[config.mk]
export PLATFORM = sky130hd
export DESIGN_NAME = ddep_queue
export DESIGN_NICKNAME = d
export VERILOG_FILES = /design/src/rtl/core/ddep_pkg.sv /design/src/rtl/core/ddep_queue.sv
export SDC_FILE = /design/constraint.sdc
export NUM_CORES = 1
export LEC_CHECK = 0
export BUFFER_PORTS_ARGS = -buffer_cell sky130_fd_sc_hd__buf_2
export CAP_MARGIN = 10
export CORE_ASPECT_RATIO = 0.9
export CORE_MARGIN = 10
export CORE_UTILIZATION = 52
export CTS_BUF_LIST = sky130_fd_sc_hd__clkbuf_16
export DETAILED_ROUTE_END_ITERATION = 16
export HOLD_SLACK_MARGIN = 0.08
export PLACE_DENSITY = 0.79
export SYNTH_ARGS = -nofsm -noshare
export SYNTH_HDL_FRONTEND = slang
export SYNTH_SLANG_ARGS = --single-unit
[constraint.sdc]
create_clock -name clk -period 8.5 [get_ports clk]
set_input_delay 0.85 -clock clk [delete_from_list [all_inputs] [get_ports clk]]
set_output_delay 0.85 -clock clk [all_outputs]
set_load 0.05 [all_outputs]
[src/rtl/core/ddep_pkg.sv]
// Shared types, constants and helper functions for the decimal dimension parser.
`default_nettype none

package ddep_pkg;

    localparam logic [63:0] SCALE_NM = 64'd1000000;
    localparam logic [63:0] SIGN_BIT = 64'h8000_0000_0000_0000;

    localparam logic [7:0] CH_PLUS  = 8'h2B;
    localparam logic [7:0] CH_MINUS = 8'h2D;
    localparam logic [7:0] CH_STAR  = 8'h2A;
    localparam logic [7:0] CH_SLASH = 8'h2F;
    localparam logic [7:0] CH_PIPE  = 8'h7C;
    localparam logic [7:0] CH_DOT   = 8'h2E;
    localparam logic [7:0] CH_COMMA = 8'h2C;
    localparam logic [7:0] CH_ZERO  = 8'h30;
    localparam logic [7:0] CH_NINE  = 8'h39;

    localparam logic [1:0] ST_OK      = 2'd0;
    localparam logic [1:0] ST_NODIGIT = 2'd1;
    localparam logic [1:0] ST_DIVZ    = 2'd2;
    localparam logic [1:0] ST_OVF     = 2'd3;

    typedef enum logic [2:0] {
        OP_NONE = 3'd0,
        OP_ADD  = 3'd1,
        OP_SUB  = 3'd2,
        OP_MUL  = 3'd3,
        OP_DIV  = 3'd4,
        OP_AVG  = 3'd5
    } op_t;

    typedef struct packed {
        op_t         op;
        logic [63:0] a;
        logic [63:0] bmag;
        logic        bneg;
        logic [1:0]  pre;
    } job_t;

    function automatic op_t op_of(input logic [7:0] ch);
        op_t res;
        case (ch)
            CH_PLUS:  res = OP_ADD;
            CH_MINUS: res = OP_SUB;
            CH_STAR:  res = OP_MUL;
            CH_SLASH: res = OP_DIV;
            CH_PIPE:  res = OP_AVG;
            default:  res = OP_NONE;
        endcase
        return res;
    endfunction

    // weight of the next digit; index 7 means digits add nothing
    function automatic logic [19:0] scale_of(input logic [2:0] idx);
        logic [19:0] res;
        case (idx)
            3'd0:    res = 20'd1000000;
            3'd1:    res = 20'd100000;
            3'd2:    res = 20'd10000;
            3'd3:    res = 20'd1000;
            3'd4:    res = 20'd100;
            3'd5:    res = 20'd10;
            3'd6:    res = 20'd1;
            default: res = 20'd0;
        endcase
        return res;
    endfunction

endpackage

`default_nettype wire

[src/rtl/core/ddep_queue.sv]
// Two-entry job queue between parser and arithmetic back end.
`default_nettype none

module ddep_queue
    import ddep_pkg::*;
(
    input  wire logic clk,
    input  wire logic rst_n,
    input  wire logic wr_en,
    input  wire job_t wr_job,
    output logic      full,
    input  wire logic rd_en,
    output job_t      rd_job,
    output logic      empty
);

    job_t       mem_reg [2];
    logic       wptr_reg, wptr_next;
    logic       rptr_reg, rptr_next;
    logic [1:0] cnt_reg, cnt_next;
    logic       do_wr;
    logic       do_rd;

    assign full   = (cnt_reg == 2'd2);
    assign empty  = (cnt_reg == 2'd0);
    assign do_wr  = wr_en && !full;
    assign do_rd  = rd_en && !empty;
    assign rd_job = mem_reg[rptr_reg];

    always_comb
    begin
        wptr_next = do_wr ? !wptr_reg : wptr_reg;
        rptr_next = do_rd ? !rptr_reg : rptr_reg;
        cnt_next  = cnt_reg + {1'b0, do_wr} - {1'b0, do_rd};
    end

    always_ff @(posedge clk)
    begin
        if (do_wr)
            mem_reg[wptr_reg] <= wr_job;
    end

    always_ff @(posedge clk or negedge rst_n)
    begin
        if (!rst_n)
        begin
            wptr_reg <= 1'b0;
            rptr_reg <= 1'b0;
            cnt_reg  <= 2'd0;
        end
        else
        begin
            wptr_reg <= wptr_next;
            rptr_reg <= rptr_next;
            cnt_reg  <= cnt_next;
        end
    end

endmodule

`default_nettype wire

==> run metrics, run 1 <==
Clock Root Buffer clkbuf_16; Die W 166.6 um; Arr. time, crit path 2.55 ns; Commonest cells post-synth edfxtp_1, mux2_2, mux2_4; Skew-Pair Late Insertion Delay 0.51 ns; power per cell area 417.0 nW/um^2; CTS Hold Buffers Added 0; prevailing post-synth register cell edfxtp_1; Mapped Nets 575; Slew Viols, Final 0; slowest CP cell buf_4; Area Overhead vs Synth 24.04%; Synth Instances 435; Setup CP Type reg2out; clock sink total 272; R2R Path End mem_reg[1][118]; ANT nets after route 0; crit path cell chain buf_4 > mux2_2 > buf_2; leakage 4.839 nW; Starting Density 52.68%; Max VDD drop 0.0003484 V; DR DRC count 0; worst setup path start rptr_reg; TritonCTS clock tree done; H-tree depth 1; Fin. Hold Viols 0; die area 25,320 um^2; post-CTS sizing 0; RSZ-0062 raised after global routing false; via count 5,045; iteration count of the initial detailed-routing pass 4; area leader, netlist edfxtp_1; Setup Buffers After CTS 0; Top Ports 274; Placer Congestion 0.7995; drt wl/cell 20.92 um; CP endpoint kind primary output; Largest stage delay, worst path 0.75 ns; crit-path max FO 59; Synth Cell Area 10,060 um^2; largest net degree at the start of global routing 73; layout cell share with drive strength beyond 1 60.46%; placed inst area 11,670 um^2; Final Instance Area 12,480 um^2; Inserted Clock Buffers 27; Setup crit start kind flip-flop; I/O Buffers 273; FP Rows 48; HPWL after DPL 14.70 mm; Yosys warnings 0; Final nets 867; vias in the first global route 5,567; share of synthesized flip-flops with an asynchronous set or reset 1.471%; Max Cap Viol 0; GRT Total Usage 15.65%; fmax 0.2942 GHz; total wire length 20.77 mm; Worst EP required 7.65 ns; status finished clean; initial antenna violation count 5; Avg Vias per Cell 5.081; Post-synth EDFFs 268; Synth cell types 15; Synth area leaders edfxtp_1, mux2_2, mux2_4; # fillers 1,302; global-route wire length before repair 31.58 mm; Setup TNS 0 ns; overflow left after global routing 0; sequential area share after synthesis 80.98%; Slew headroom 35.23%; final count of negative-setup-slack endpoints 0; worst hold path type in2async; reg2reg start cnt_reg[0]; post-route minimum period 3.399 ns; First DRT Iteration DRCs 277; syn avg cell area 23.13 um^2; period utilization 39.99%; Die H 152.0 um; top-area cell type share of the netlist area 79.99%; CTS max path bufs 3; Worst-Margin Slew 0.9715 ns; r2r setup slk 5.85 ns; Clock Skews 0.008451 ns; Yosys reg bits 272; count leader, synth edfxtp_1; R2R depth 3; CORE AREA 19,100 um^2; Largest register FFs 268; Reg clk slew, reported paths 0.06 ns
-- area by class of cell --
type	instances	area (um^2)	area share, %
diodes	2	5.005	0.04010
multi-input cells	146	1799	14.42
flip-flops and latches	272	8152	65.32
well taps	250	312.8	2.507
clock buffers	27	675.6	5.414
inverters	2	7.507	0.06016
repair buffers	278	1404	11.25
clock inverters	16	123.9	0.9926
-- worst max-delay path: cells and delay by family, from the launching register on --
kind | cells | cell delay (ns)
flip-flops | 1 | 0.56
multiplexers | 1 | 0.42
buffers and inverters | 2 | 0.96
-- per-layer routing --
metal  wire (um)  share of wire, %  up-vias  GRT usage, %
li1            -                 -     2310             -
met5          18             0.087        -             0
met3        2082                10       30         6.215
met1        8424                41     2463         19.40
met4         385               1.9        4         3.803
met2        9859                47      238         25.28
-- worst max path at each step --
stage	slack (ns)	end
3_5_place_dp	5.42	mem_reg[1][17]
4_1_cts	5.07	rd_job[1]
6_report	5.10	rd_job[1]
2_1_floorplan	1.36	mem_reg[0][0]
3_3_place_gp	5.50	mem_reg[1][118]
5_1_grt	4.96	rd_job[2]
-- layout by cell type, fill, tap and decap left out --
cell and instances:
diode_2 2, nand2b_1 1, clkbuf_16 27, nand2_1 1, clkinv_2 2, xnor2_1 3, inv_1 7, clkinv_4 1
buf_2 273, dfrtp_4 1, ha_1 2, bufinv_16 2, xor2_1 1, dfrtp_1 3, clkinv_1 5, mux2_4 50
nor2_4 1, clkinvlp_4 1, nor2_1 1, mux2_2 84, and3_4 1, buf_4 5, edfxtp_1 268, nor2b_1 1
-- per-stage QoR --
stage / utilization [%] / setup slack, ns / power, mW / std cells / hold slack [ns]
after global routing: 65.33 / 4.965 / 5.419 / 992 / 0.1124
after CTS: 65.32 / 5.070 / 5.268 / 991 / 0.1083
after detailed placement: 61.13 / 5.424 / 4.182 / 948 / 0.4982
after global placement: 61.13 / 5.503 / 4.133 / 948 / 0.4883
after floorplan: - / 1.361 / 3.766 / 435 / 0.4608
final: 65.34 / 5.101 / 5.204 / 993 / 0.1302
-- cell families after synthesis --
logic type	synth area share (%)
and+or+nand+nor	0.2986
muxes	16.86
xor gates and xnor gates	0.3483
adders and majority gates	0.2487
buffers and inverters	1.256
DFF	80.99
-- power breakdown --
part / internal, mW / switching (mW) / total [mW] / leakage (nW)
combinational: 0.615 / 1.59 / 2.20 / 1.90
sequential: 1.84 / 0.0835 / 1.92 / 2.53
clock: 0.629 / 0.448 / 1.08 / 0.408
total: 3.08 / 2.12 / 5.20 / 4.84
(Power assumes the default switching activity.)
==> run 2: changes to the inputs <==
- clock period: 8.5 -> 3.5 ns (I/O delays scaled with it)
==> run metrics, run 2 (synthesized netlist as in run 1, its figures left out) <==
Worst-Margin Slew 0.9539 ns (-0.01766 ns); post-CTS sizing 0 (unchanged); vias in the first global route 6,332 (+14%); DR DRC count 0 (unchanged); post-route minimum period 2.668 ns; CORE AREA 19,100 um^2 (unchanged); Slew headroom 36.41% (+1.2 points); Logic pwr share 43.4% (+1.1 points); H-tree depth 1 (unchanged); initial antenna violation count 1 (-4); via count 5,758 (+14%); die area 25,320 um^2 (unchanged); Die W 166.6 um (unchanged); fmax 0.3749 GHz; period utilization 76.22%; clock sink total 272 (unchanged); total internal power 7.463 mW (+140%); WHS 0.2056 ns (+0.07540 ns); FP Rows 48 (unchanged); Cells after DPL 949 (+0.11%); First DRT Iteration DRCs 404 (+46%); CP endpoint kind primary output; Clock power frac 19.3% (-1.4 points); sequential power share 37.3% (+0.3 points); Clock Skews 0.006214 ns (-0.002236 ns); Max VDD drop 0.0007185 V (+110%); Top Ports 274 (unchanged); Setup TNS 0 ns (unchanged); Max Cap Viol 0 (unchanged); Final nets 1,002 (+16%); global-route wire length before repair 36.56 mm (+16%); ANT nets after route 0 (unchanged); leakage 5.430 nW (+12%); Setup crit start kind flip-flop; crit-path max FO 47 (-20%); most frequent cells in the layout buf_2, edfxtp_1, dlygate4sd3_1; Largest register FFs 268 (unchanged); Sw Ratio 41.26% (+0.53 points); Fin. Hold Viols 0 (unchanged); Reg clk slew, reported paths 0.06 ns (about the same); Clock Root Buffer clkbuf_16; Worst EP required 3.15 ns (-4.50 ns); Arr. time, crit path 2.32 ns (-0.23 ns); Avg Vias per Cell 5.087 (+0.12%); final count of negative-setup-slack endpoints 0 (unchanged); I/O Buffers 273 (unchanged); layout cell share with drive strength beyond 1 50.51% (-9.9 points); total net switching power 5.243 mW (+150%); Final Instance Count excl. Fillers 1,132 (+14%); drt wl/cell 20.84 um (-0.38%); Starting Density 52.68% (unchanged); Setup CP Type reg2out; RSZ-0062 raised after global routing false; GRT Total Usage 17.78% (+2.1 points); status finished clean; power per cell area 918.9 nW/um^2 (+120%); largest net degree at the start of global routing 74 (+1.4%); HPWL after DPL 14.85 mm (+1.0%); commonest non-fill, non-tap cell in the layout buf_2; Inserted Clock Buffers 26 (-3.7%); TritonCTS clock tree done; CTS max path bufs 3 (unchanged); worst hold path type in2async; total wire length 23.59 mm (+14%); overflow left after global routing 0 (unchanged); Area Overhead vs Synth 37.43%; Die H 152.0 um (unchanged); Skew-Pair Late Insertion Delay 0.51 ns (about the same); Placer Congestion 0.8078 (+1.0%); Slew Viols, Final 0 (unchanged); iteration count of the initial detailed-routing pass 4 (unchanged)
==> run 2: changes by cell type in the layout (fill, tap and decap cells not counted) <==
cell,before,now
dlygate4sd3_1,0,135
clkinvlp_4,1,0
clkinv_4,1,0
inv_1,7,15
buf_4,5,3
diode_2,2,1
bufinv_16,2,0
buf_12,0,3
==> run 2: per-layer routing <==
layer,share of wire [%],track usage [%],vias to the layer above,wire (um)
met5,0,0,-,0
met4,1.8,4.179,0,431
met3,8.6,5.441,31,2037
met2,49,29.95,279,11660
met1,40,22.10,2858,9463
li1,-,-,2590,-
==> run 2: stage by stage <==
stage | util, % | cell area, um^2 | power, mW | setup WS [ns]
after floorplan | - | 10070 | 9.056 | 0.4659
after global placement | 61.37 | 11720 | 10.08 | 1.384
after detailed placement | 61.37 | 11720 | 10.19 | 1.368
after CTS | 72.39 | 13820 | 12.77 | 0.8145
after global routing | 72.40 | 13830 | 13.18 | 0.7451
final | 72.40 | 13830 | 12.71 | 0.8324
==> run 2: what timing repair did <==
action / 4_1_cts / 5_1_grt
hold endpoints to repair: 272 / 0
hold buffers: 135 / 0
setup endpoints to repair: 0 / 0
setup buffers: 0 / 0
==> run 2: power groups by stage <==
stage	Combinational [mW]	Clock, mW	Sequential [mW]
finish	5.52	2.45	4.74
floorplan	4.38	0	4.67
CTS	5.53	2.50	4.74
global route	5.74	2.63	4.81
global placement	5.33	0	4.75
detailed placement	5.39	0	4.80
==> run 2: path summary, 6_finish.rpt <==
path                                 start             end  slack, ns  depth (start not counted)
worst max-delay path              rptr_reg       rd_job[0]       0.83                          3
worst max register to register  cnt_reg[1]  mem_reg[0][64]       1.51                          4
worst min register to register  cnt_reg[1]      cnt_reg[1]       0.51                          1
min in group clk                     wr_en        wptr_reg       0.23                          3
worst min-delay path                 rst_n        wptr_reg       0.21                          2
max in group asynchronous            rst_n        rptr_reg       3.16                          2
==> run 2: cell type report <==
type | count | area, um^2
timing repair buffer | 414 | 2800
antenna | 1 | 2.502
multi-input combinational | 146 | 1799
clock inverter | 20 | 77.57
tap | 250 | 312.8
inverter | 2 | 7.507
fill | 1098 | 5271
clock buffer | 27 | 675.6
sequential | 272 | 8152
==> run 2: worst max-delay path: stages (launching register included) <==
cell     delay (ns)
dfrtp_4        0.77
buf_12         0.39
mux2_2         0.38
buf_2          0.21
