<file path="config.mk">
export PLATFORM = sky130hd
export DESIGN_NAME = ddep_back
export DESIGN_NICKNAME = d
export VERILOG_FILES = /design/src/rtl/core/ddep_pkg.sv /design/src/rtl/core/ddep_back.sv
export SDC_FILE = /design/constraint.sdc
export NUM_CORES = 2
export LEC_CHECK = 0
export BUFFER_PORTS_ARGS = -buffer_cell sky130_fd_sc_hd__buf_2
export CAP_MARGIN = 10
export CORE_MARGIN = 2
export CORE_UTILIZATION = 44
export CTS_BUF_LIST = sky130_fd_sc_hd__clkbuf_4
export DETAILED_ROUTE_END_ITERATION = 8
export HOLD_SLACK_MARGIN = 0.15
export PLACE_DENSITY_LB_ADDON = 0.2
export SKIP_CTS_REPAIR_TIMING = 1
export SYNTH_ARGS = -nofsm -noshare
export SYNTH_HDL_FRONTEND = slang
export SYNTH_SLANG_ARGS = --single-unit
</file>
<file path="constraint.sdc">
create_clock -name clk -period 33.9 [get_ports clk]
set_input_delay 6.78 -clock clk [delete_from_list [all_inputs] [get_ports clk]]
set_output_delay 6.78 -clock clk [all_outputs]
set_load 0.03 [all_outputs]
</file>
<file path="src/rtl/core/ddep_pkg.sv">
// Shared types, constants and helper functions for the decimal dimension parser.
`default_nettype none

package ddep_pkg;

    localparam logic [63:0] SCALE_NM = 64'd1000000;
    localparam logic [63:0] SIGN_BIT = 64'h8000_0000_0000_0000;

    localparam logic [7:0] CH_PLUS  = 8'h2B;
    localparam logic [7:0] CH_MINUS = 8'h2D;
    localparam logic [7:0] CH_STAR  = 8'h2A;
    localparam logic [7:0] CH_SLASH = 8'h2F;
    localparam logic [7:0] CH_PIPE  = 8'h7C;
    localparam logic [7:0] CH_DOT   = 8'h2E;
    localparam logic [7:0] CH_COMMA = 8'h2C;
    localparam logic [7:0] CH_ZERO  = 8'h30;
    localparam logic [7:0] CH_NINE  = 8'h39;

    localparam logic [1:0] ST_OK      = 2'd0;
    localparam logic [1:0] ST_NODIGIT = 2'd1;
    localparam logic [1:0] ST_DIVZ    = 2'd2;
    localparam logic [1:0] ST_OVF     = 2'd3;

    typedef enum logic [2:0] {
        OP_NONE = 3'd0,
        OP_ADD  = 3'd1,
        OP_SUB  = 3'd2,
        OP_MUL  = 3'd3,
        OP_DIV  = 3'd4,
        OP_AVG  = 3'd5
    } op_t;

    typedef struct packed {
        op_t         op;
        logic [63:0] a;
        logic [63:0] bmag;
        logic        bneg;
        logic [1:0]  pre;
    } job_t;

    function automatic op_t op_of(input logic [7:0] ch);
        op_t res;
        case (ch)
            CH_PLUS:  res = OP_ADD;
            CH_MINUS: res = OP_SUB;
            CH_STAR:  res = OP_MUL;
            CH_SLASH: res = OP_DIV;
            CH_PIPE:  res = OP_AVG;
            default:  res = OP_NONE;
        endcase
        return res;
    endfunction

    // weight of the next digit; index 7 means digits add nothing
    function automatic logic [19:0] scale_of(input logic [2:0] idx);
        logic [19:0] res;
        case (idx)
            3'd0:    res = 20'd1000000;
            3'd1:    res = 20'd100000;
            3'd2:    res = 20'd10000;
            3'd3:    res = 20'd1000;
            3'd4:    res = 20'd100;
            3'd5:    res = 20'd10;
            3'd6:    res = 20'd1;
            default: res = 20'd0;
        endcase
        return res;
    endfunction

endpackage

`default_nettype wire

</file>
<file path="src/rtl/core/ddep_back.sv">
// Arithmetic back end: combines operands, multiplies and divides serially, holds the result.
`default_nettype none

module ddep_back
    import ddep_pkg::*;
(
    input  wire logic               clk,
    input  wire logic               rst_n,
    input  wire logic               q_empty,
    input  wire job_t               q_job,
    output logic                    q_pop,
    output logic                    empty,
    input  wire logic               pop,
    output logic signed [63:0]      value_nm,
    output logic        [1:0]       status
);

    typedef enum logic [6:0] {
        S_IDLE = 7'b0000001,
        S_PREP = 7'b0000010,
        S_AVG  = 7'b0000100,
        S_MUL  = 7'b0001000,
        S_DIV  = 7'b0010000,
        S_FIT  = 7'b0100000,
        S_EMIT = 7'b1000000
    } state_t;

    state_t       state_reg, state_next;
    op_t          op_reg, op_next;
    logic [63:0]  a_reg, a_next;
    logic [63:0]  b_reg, b_next;
    logic [1:0]   pre_reg, pre_next;
    logic [63:0]  x_reg, x_next;
    logic [63:0]  y_reg, y_next;
    logic [63:0]  d_reg, d_next;
    logic         neg_reg, neg_next;
    logic [127:0] prod_reg, prod_next;
    logic [63:0]  rem_reg, rem_next;
    logic [6:0]   cnt_reg, cnt_next;
    logic [63:0]  res_val_reg, res_val_next;
    logic [1:0]   res_st_reg, res_st_next;
    logic         out_valid_reg, out_valid_next;
    logic [63:0]  out_val_reg, out_val_next;
    logic [1:0]   out_st_reg, out_st_next;

    logic [63:0]  sum_ab;
    logic [63:0]  dif_ab;
    logic [63:0]  a_abs;
    logic [63:0]  b_abs;
    logic [31:0]  xs;
    logic [31:0]  ys;
    logic [63:0]  pp;
    logic [127:0] pp_sh;
    logic [64:0]  r_sh;
    logic         ge;
    logic [64:0]  r_sub;
    logic [64:0]  avg_t;
    logic [63:0]  ql;
    logic         fit_ovf;
    logic         emit;

    assign q_pop    = (state_reg == S_IDLE) && !q_empty;
    assign emit     = (state_reg == S_EMIT) && (!out_valid_reg || pop);
    assign empty    = !out_valid_reg;
    assign value_nm = out_val_reg;
    assign status   = out_st_reg;

    assign sum_ab = a_reg + b_reg;
    assign dif_ab = a_reg - b_reg;
    assign a_abs  = a_reg[63] ? (64'd0 - a_reg) : a_reg;
    assign b_abs  = b_reg[63] ? (64'd0 - b_reg) : b_reg;

    assign xs    = cnt_reg[1] ? x_reg[63:32] : x_reg[31:0];
    assign ys    = cnt_reg[0] ? y_reg[63:32] : y_reg[31:0];
    assign pp    = {32'd0, xs} * {32'd0, ys};

    always_comb
    begin
        case (cnt_reg[1:0])
            2'd0:    pp_sh = {64'd0, pp};
            2'd3:    pp_sh = {pp, 64'd0};
            default: pp_sh = {32'd0, pp, 32'd0};
        endcase
    end

    assign r_sh  = {rem_reg, prod_reg[127]};
    assign ge    = (r_sh >= {1'b0, d_reg});
    assign r_sub = r_sh - {1'b0, d_reg};
    assign avg_t = prod_reg[64:0] + {64'd0, prod_reg[64]};
    assign ql    = prod_reg[63:0];
    assign fit_ovf = (prod_reg[127:64] != 64'd0)
                   || (ql[63] && !(neg_reg && ql == SIGN_BIT));

    always_comb
    begin
        state_next   = state_reg;
        op_next      = op_reg;
        a_next       = a_reg;
        b_next       = b_reg;
        pre_next     = pre_reg;
        x_next       = x_reg;
        y_next       = y_reg;
        d_next       = d_reg;
        neg_next     = neg_reg;
        prod_next    = prod_reg;
        rem_next     = rem_reg;
        cnt_next     = cnt_reg;
        res_val_next = res_val_reg;
        res_st_next  = res_st_reg;
        case (state_reg)
            S_IDLE:
            begin
                if (!q_empty)
                begin
                    op_next    = q_job.op;
                    a_next     = q_job.a;
                    b_next     = q_job.bneg ? (64'd0 - q_job.bmag) : q_job.bmag;
                    pre_next   = q_job.pre;
                    state_next = S_PREP;
                end
            end
            S_PREP:
            begin
                res_val_next = 64'd0;
                state_next   = S_EMIT;
                if (pre_reg != ST_OK)
                    res_st_next = pre_reg;
                else
                begin
                    res_st_next = ST_OK;
                    case (op_reg)
                        OP_ADD:
                        begin
                            if (a_reg[63] == b_reg[63] && sum_ab[63] != a_reg[63])
                                res_st_next = ST_OVF;
                            else
                                res_val_next = sum_ab;
                        end
                        OP_SUB:
                        begin
                            if (a_reg[63] != b_reg[63] && dif_ab[63] != a_reg[63])
                                res_st_next = ST_OVF;
                            else
                                res_val_next = dif_ab;
                        end
                        OP_AVG:
                        begin
                            prod_next  = {63'd0, {a_reg[63], a_reg} + {b_reg[63], b_reg}};
                            state_next = S_AVG;
                        end
                        OP_MUL, OP_DIV:
                        begin
                            if (op_reg == OP_DIV && b_reg == 64'd0)
                                res_st_next = ST_DIVZ;
                            else
                            begin
                                x_next     = a_abs;
                                y_next     = (op_reg == OP_MUL) ? b_abs : SCALE_NM;
                                d_next     = (op_reg == OP_MUL) ? SCALE_NM : b_abs;
                                neg_next   = a_reg[63] ^ b_reg[63];
                                prod_next  = 128'd0;
                                cnt_next   = 7'd0;
                                state_next = S_MUL;
                            end
                        end
                        default:
                            res_val_next = b_reg;
                    endcase
                end
            end
            S_AVG:
            begin
                res_val_next = avg_t[64:1];
                res_st_next  = ST_OK;
                state_next   = S_EMIT;
            end
            S_MUL:
            begin
                prod_next = prod_reg + pp_sh;
                if (cnt_reg[1:0] == 2'd3)
                begin
                    cnt_next   = 7'd0;
                    rem_next   = 64'd0;
                    state_next = S_DIV;
                end
                else
                    cnt_next = cnt_reg + 7'd1;
            end
            S_DIV:
            begin
                rem_next  = ge ? r_sub[63:0] : r_sh[63:0];
                prod_next = {prod_reg[126:0], ge};
                cnt_next  = cnt_reg + 7'd1;
                if (cnt_reg == 7'd127)
                    state_next = S_FIT;
            end
            S_FIT:
            begin
                if (fit_ovf)
                begin
                    res_val_next = 64'd0;
                    res_st_next  = ST_OVF;
                end
                else
                begin
                    res_val_next = neg_reg ? (64'd0 - ql) : ql;
                    res_st_next  = ST_OK;
                end
                state_next = S_EMIT;
            end
            S_EMIT:
            begin
                if (emit)
                    state_next = S_IDLE;
            end
            default:
                state_next = S_IDLE;
        endcase
    end

    always_comb
    begin
        out_valid_next = out_valid_reg && !pop;
        out_val_next   = out_val_reg;
        out_st_next    = out_st_reg;
        if (emit)
        begin
            out_valid_next = 1'b1;
            out_val_next   = res_val_reg;
            out_st_next    = res_st_reg;
        end
    end

    always_ff @(posedge clk)
    begin
        op_reg      <= op_next;
        a_reg       <= a_next;
        b_reg       <= b_next;
        pre_reg     <= pre_next;
        x_reg       <= x_next;
        y_reg       <= y_next;
        d_reg       <= d_next;
        neg_reg     <= neg_next;
        prod_reg    <= prod_next;
        rem_reg     <= rem_next;
        res_val_reg <= res_val_next;
        res_st_reg  <= res_st_next;
        out_val_reg <= out_val_next;
        out_st_reg  <= out_st_next;
    end

    always_ff @(posedge clk or negedge rst_n)
    begin
        if (!rst_n)
        begin
            state_reg     <= S_IDLE;
            cnt_reg       <= 7'd0;
            out_valid_reg <= 1'b0;
        end
        else
        begin
            state_reg     <= state_next;
            cnt_reg       <= cnt_next;
            out_valid_reg <= out_valid_next;
        end
    end

endmodule

`default_nettype wire

</file>
==> metrics.md <==
| Metric | Value |
|---|---|
| Status | `finished clean` |
| Port buffer count | `205` |
| Setup repair after global routing missed its margin | `no` |
| Sinks on Clock Net | `665` |
| DR vias/cell | `6.12` |
| Number of buffers added by the clock tree synthesis step | `185` |
| Routed WL per cell | `28.6 um` |
| Critical path startpoint | `cnt_reg[0]` |
| Worst min-delay path startpoint | `res_val_reg[59]` |
| Total nets after synthesis | `11382` |
| Largest delay contributor family on the critical path | `adder cells` |
| Worst reg-to-reg setup slack | `19.45 ns` |
| Placeable Area | `195000 um^2` |
| Detailed Place HPWL | `286 mm` |
| Number of unique standard cell types used by synthesis | `95` |
| Router iterations before antenna repair | `9` |
| Die height | `446 um` |
| Highest clock frequency the design can meet | `0.0692 GHz` |
| Weighted congestion reported at the end of routability-driven placement | `1.07` |
| I/O pin count | `206` |
| Worst Setup Start Kind | `flip-flop` |
| Share of Yosys cell area claimed by the top area cell type | `22.7%` |
| Die X | `446 um` |
| Ys flop type | `sky130_fd_sc_hd__edfxtp_1` |
| Most frequent CP cell | `sky130_fd_sc_hd__fa_1` |
| Initial antenna violation count | `30` |
| Setup TNS Final | `0 ns` |
| Count of flip-flops with a built-in enable after synthesis | `650` |
| Vias in the first global route | `75952` |
| Slew of the pin with the lowest slew margin | `1.44 ns` |
| Final worst path period need | `14.45 ns` |
| Global-route congestion overflow total | `0` |
| Clock tree root buffer cell | `sky130_fd_sc_hd__clkbuf_4` |
| Warning count from the yosys run | `0` |
| Clock slew seen by the registers of the worst setup and hold paths | `0.06 ns` |
| Final Hold Fails | `0` |
| Final cycle utilization of the critical path | `42.6%` |
| First-pass GRT wire length | `512 mm` |
| Clock tree skew after final layout | `0.125 ns` |
| Number of DRC markers after the initial detailed-route iteration | `8287` |
| Antenna violation net count after detailed routing | `0` |
| DRC viols | `0` |
| Initial cell density of the core | `44.2%` |
| Layout cell share with drive strength beyond 1 | `8.42%` |
| Synthesized flop and latch total | `665` |
| Critical path buffers and inverters | `6` |
| Mean cell area of the mapped netlist | `8.83 um^2` |
| Setup violation total in the final timing report | `0` |
| Post-Syn Instances | `9749` |
| Synth area leader | `sky130_fd_sc_hd__edfxtp_1` |
| Largest net degree at the start of global routing | `142` |
| Maximum fanout encountered on the critical timing path | `51` |
| Synth area leaders | `sky130_fd_sc_hd__edfxtp_1 (23%), sky130_fd_sc_hd__fa_1 (21%), sky130_fd_sc_hd__ha_1 (8.6%)` |
| H-tree Lvls | `4` |
| Max reg flops | `128` |
| Worst-case clock buffer depth | `3` |
| Vias | `76090` |
| Relative slew margins | `3.09%` |
| Fill cells | `18946` |
| Max-cap viol count | `0` |
| Clock tree from TritonCTS | `done` |
| Area of the die | `199000 um^2` |
| Slowest-stage cell, CP | `sky130_fd_sc_hd__buf_4` |
| Crit. End Element | `flip-flop` |
| Post-layout nets | `11380` |
| Final-report max-slew violation count | `0` |
| Worst reg2reg path startpoint | `cnt_reg[0]` |
| Peak per-stage delay on the critical path | `0.76 ns` |
| Data required time of the worst path | `34.88 ns` |
| Clock latency at the later pin of the worst-skew pair | `1.28 ns` |
| Synth async-reset ratio | `2.26%` |
| Global router's overall resource usage | `35.3%` |
| Area growth from synthesis to layout | `6.96%` |
| Critical path data arrival time | `15.43 ns` |
| Worst min-delay path category | `reg2reg` |
| Sequential cell area fraction in the yosys report | `23.1%` |
| Total number of placement rows | `162` |
| Crit Path Category | `reg2reg` |
| Netlist area before placement | `86100 um^2` |
| Total length of routed wires | `356 mm` |
## Yosys cell counts (all sizes together) (27+ instances only)
library cell  instances
nor2b                51
o21a                 30
a31oi                41
or2                  27
nand2               994
nand3               140
buf                  61
a22oi                65
o41ai                43
or4                  37
o221ai               48
a22o                 49
a211oi               43
fa                  900
nand4               146
nor3                 89
a221o                41
a21o                177
or3                  76
ha                  595
xor2                132
a21oi               511
nand2b               52
nor4                 74
o21bai              100
edfxtp              650
and2                 87
mux2                 66
inv                1212
clkbuf              463
o211ai               32
and3                 48
o21ai               476
o31ai               137
xnor2               500
mux2i               113
nor2               1147
a21boi               27
## layer usage
layer / vias to the layer above / track usage [%] / wire [um] / share of wire (%)
met5: - / 0.537 / 215 / 0.060
met4: 12 / 26.4 / 31800 / 8.9
met3: 972 / 7.52 / 32400 / 9.1
met2: 4025 / 53.9 / 157000 / 44
met1: 37834 / 43.9 / 134000 / 38
li1: 33247 / - / - / -
## final timing paths
kind | cells past startpoint | endpoint
worst min register to register | 0 | value_nm[59]
worst max-delay path | 41 | prod_reg[116]
worst min-delay path | 0 | value_nm[59]
max in group asynchronous | 1 | cnt_reg[0]
worst max register to register | 41 | prod_reg[116]
min in group asynchronous | 1 | out_valid_reg
## logic make-up after synthesis
kind of cell	Yosys count	synth area share, %
DFF	665	23.1
AOI/OAI and AO/OA	2024	15.4
buffers and inverters	1738	7.62
muxes	179	2.18
adders and majority gates	1495	29.6
xor gates and xnor gates	632	6.43
and+or+nand+nor	3016	15.6
## placed cells by master (no fill, tap or decap), types with 84 or more instances in the layout
cell type,synthesis,routed
sky130_fd_sc_hd__xnor2_1,500,500
sky130_fd_sc_hd__a21oi_1,511,510
sky130_fd_sc_hd__and2_1,87,84
sky130_fd_sc_hd__ha_1,595,595
sky130_fd_sc_hd__inv_1,1211,1211
sky130_fd_sc_hd__edfxtp_1,650,650
sky130_fd_sc_hd__nor3_1,88,88
sky130_fd_sc_hd__buf_4,0,128
sky130_fd_sc_hd__nand2_1,994,992
sky130_fd_sc_hd__clkbuf_4,0,255
sky130_fd_sc_hd__fa_1,900,900
sky130_fd_sc_hd__xor2_1,132,132
sky130_fd_sc_hd__o21bai_1,100,100
sky130_fd_sc_hd__o21ai_0,462,461
sky130_fd_sc_hd__nand3_1,139,138
sky130_fd_sc_hd__nor2_1,1147,1143
sky130_fd_sc_hd__o31ai_1,134,132
sky130_fd_sc_hd__buf_2,18,205
sky130_fd_sc_hd__nand4_1,145,145
sky130_fd_sc_hd__a21o_1,177,177
## area by class of cell
cell class              instances  area (um^2)  share of cell area (%)
multi-input cells            7346        60000                    65.2
well taps                    2542         3180                    3.46
inverters                    1214         4560                    4.95
clock buffers                 255         1910                    2.08
repair buffers                335         2030                    2.20
flip-flops and latches        665        19900                    21.6
clock inverters                62          462                   0.502
diodes                         14         35.0                  0.0381
## stage by stage
step / hold slack [ns] / utilization (%) / cell area (um^2) / setup slack (ns) / instances
6_report: 0.400 / 47.3 / 92100 / 19.45 / 12433
5_1_grt: 0.426 / 47.3 / 92000 / 18.93 / 12423
4_1_cts: 0.405 / 47.3 / 92000 / 19.45 / 12419
3_5_place_dp: 0.405 / 46.1 / 89600 / 19.45 / 12102
3_3_place_gp: 0.401 / 46.1 / 89600 / 19.46 / 12102
2_1_floorplan: 0.400 / - / 86100 / 14.49 / 9749
Power is not shown: default switching activity piles up to over one toggle a cycle in this logic, so the estimate is an artifact.
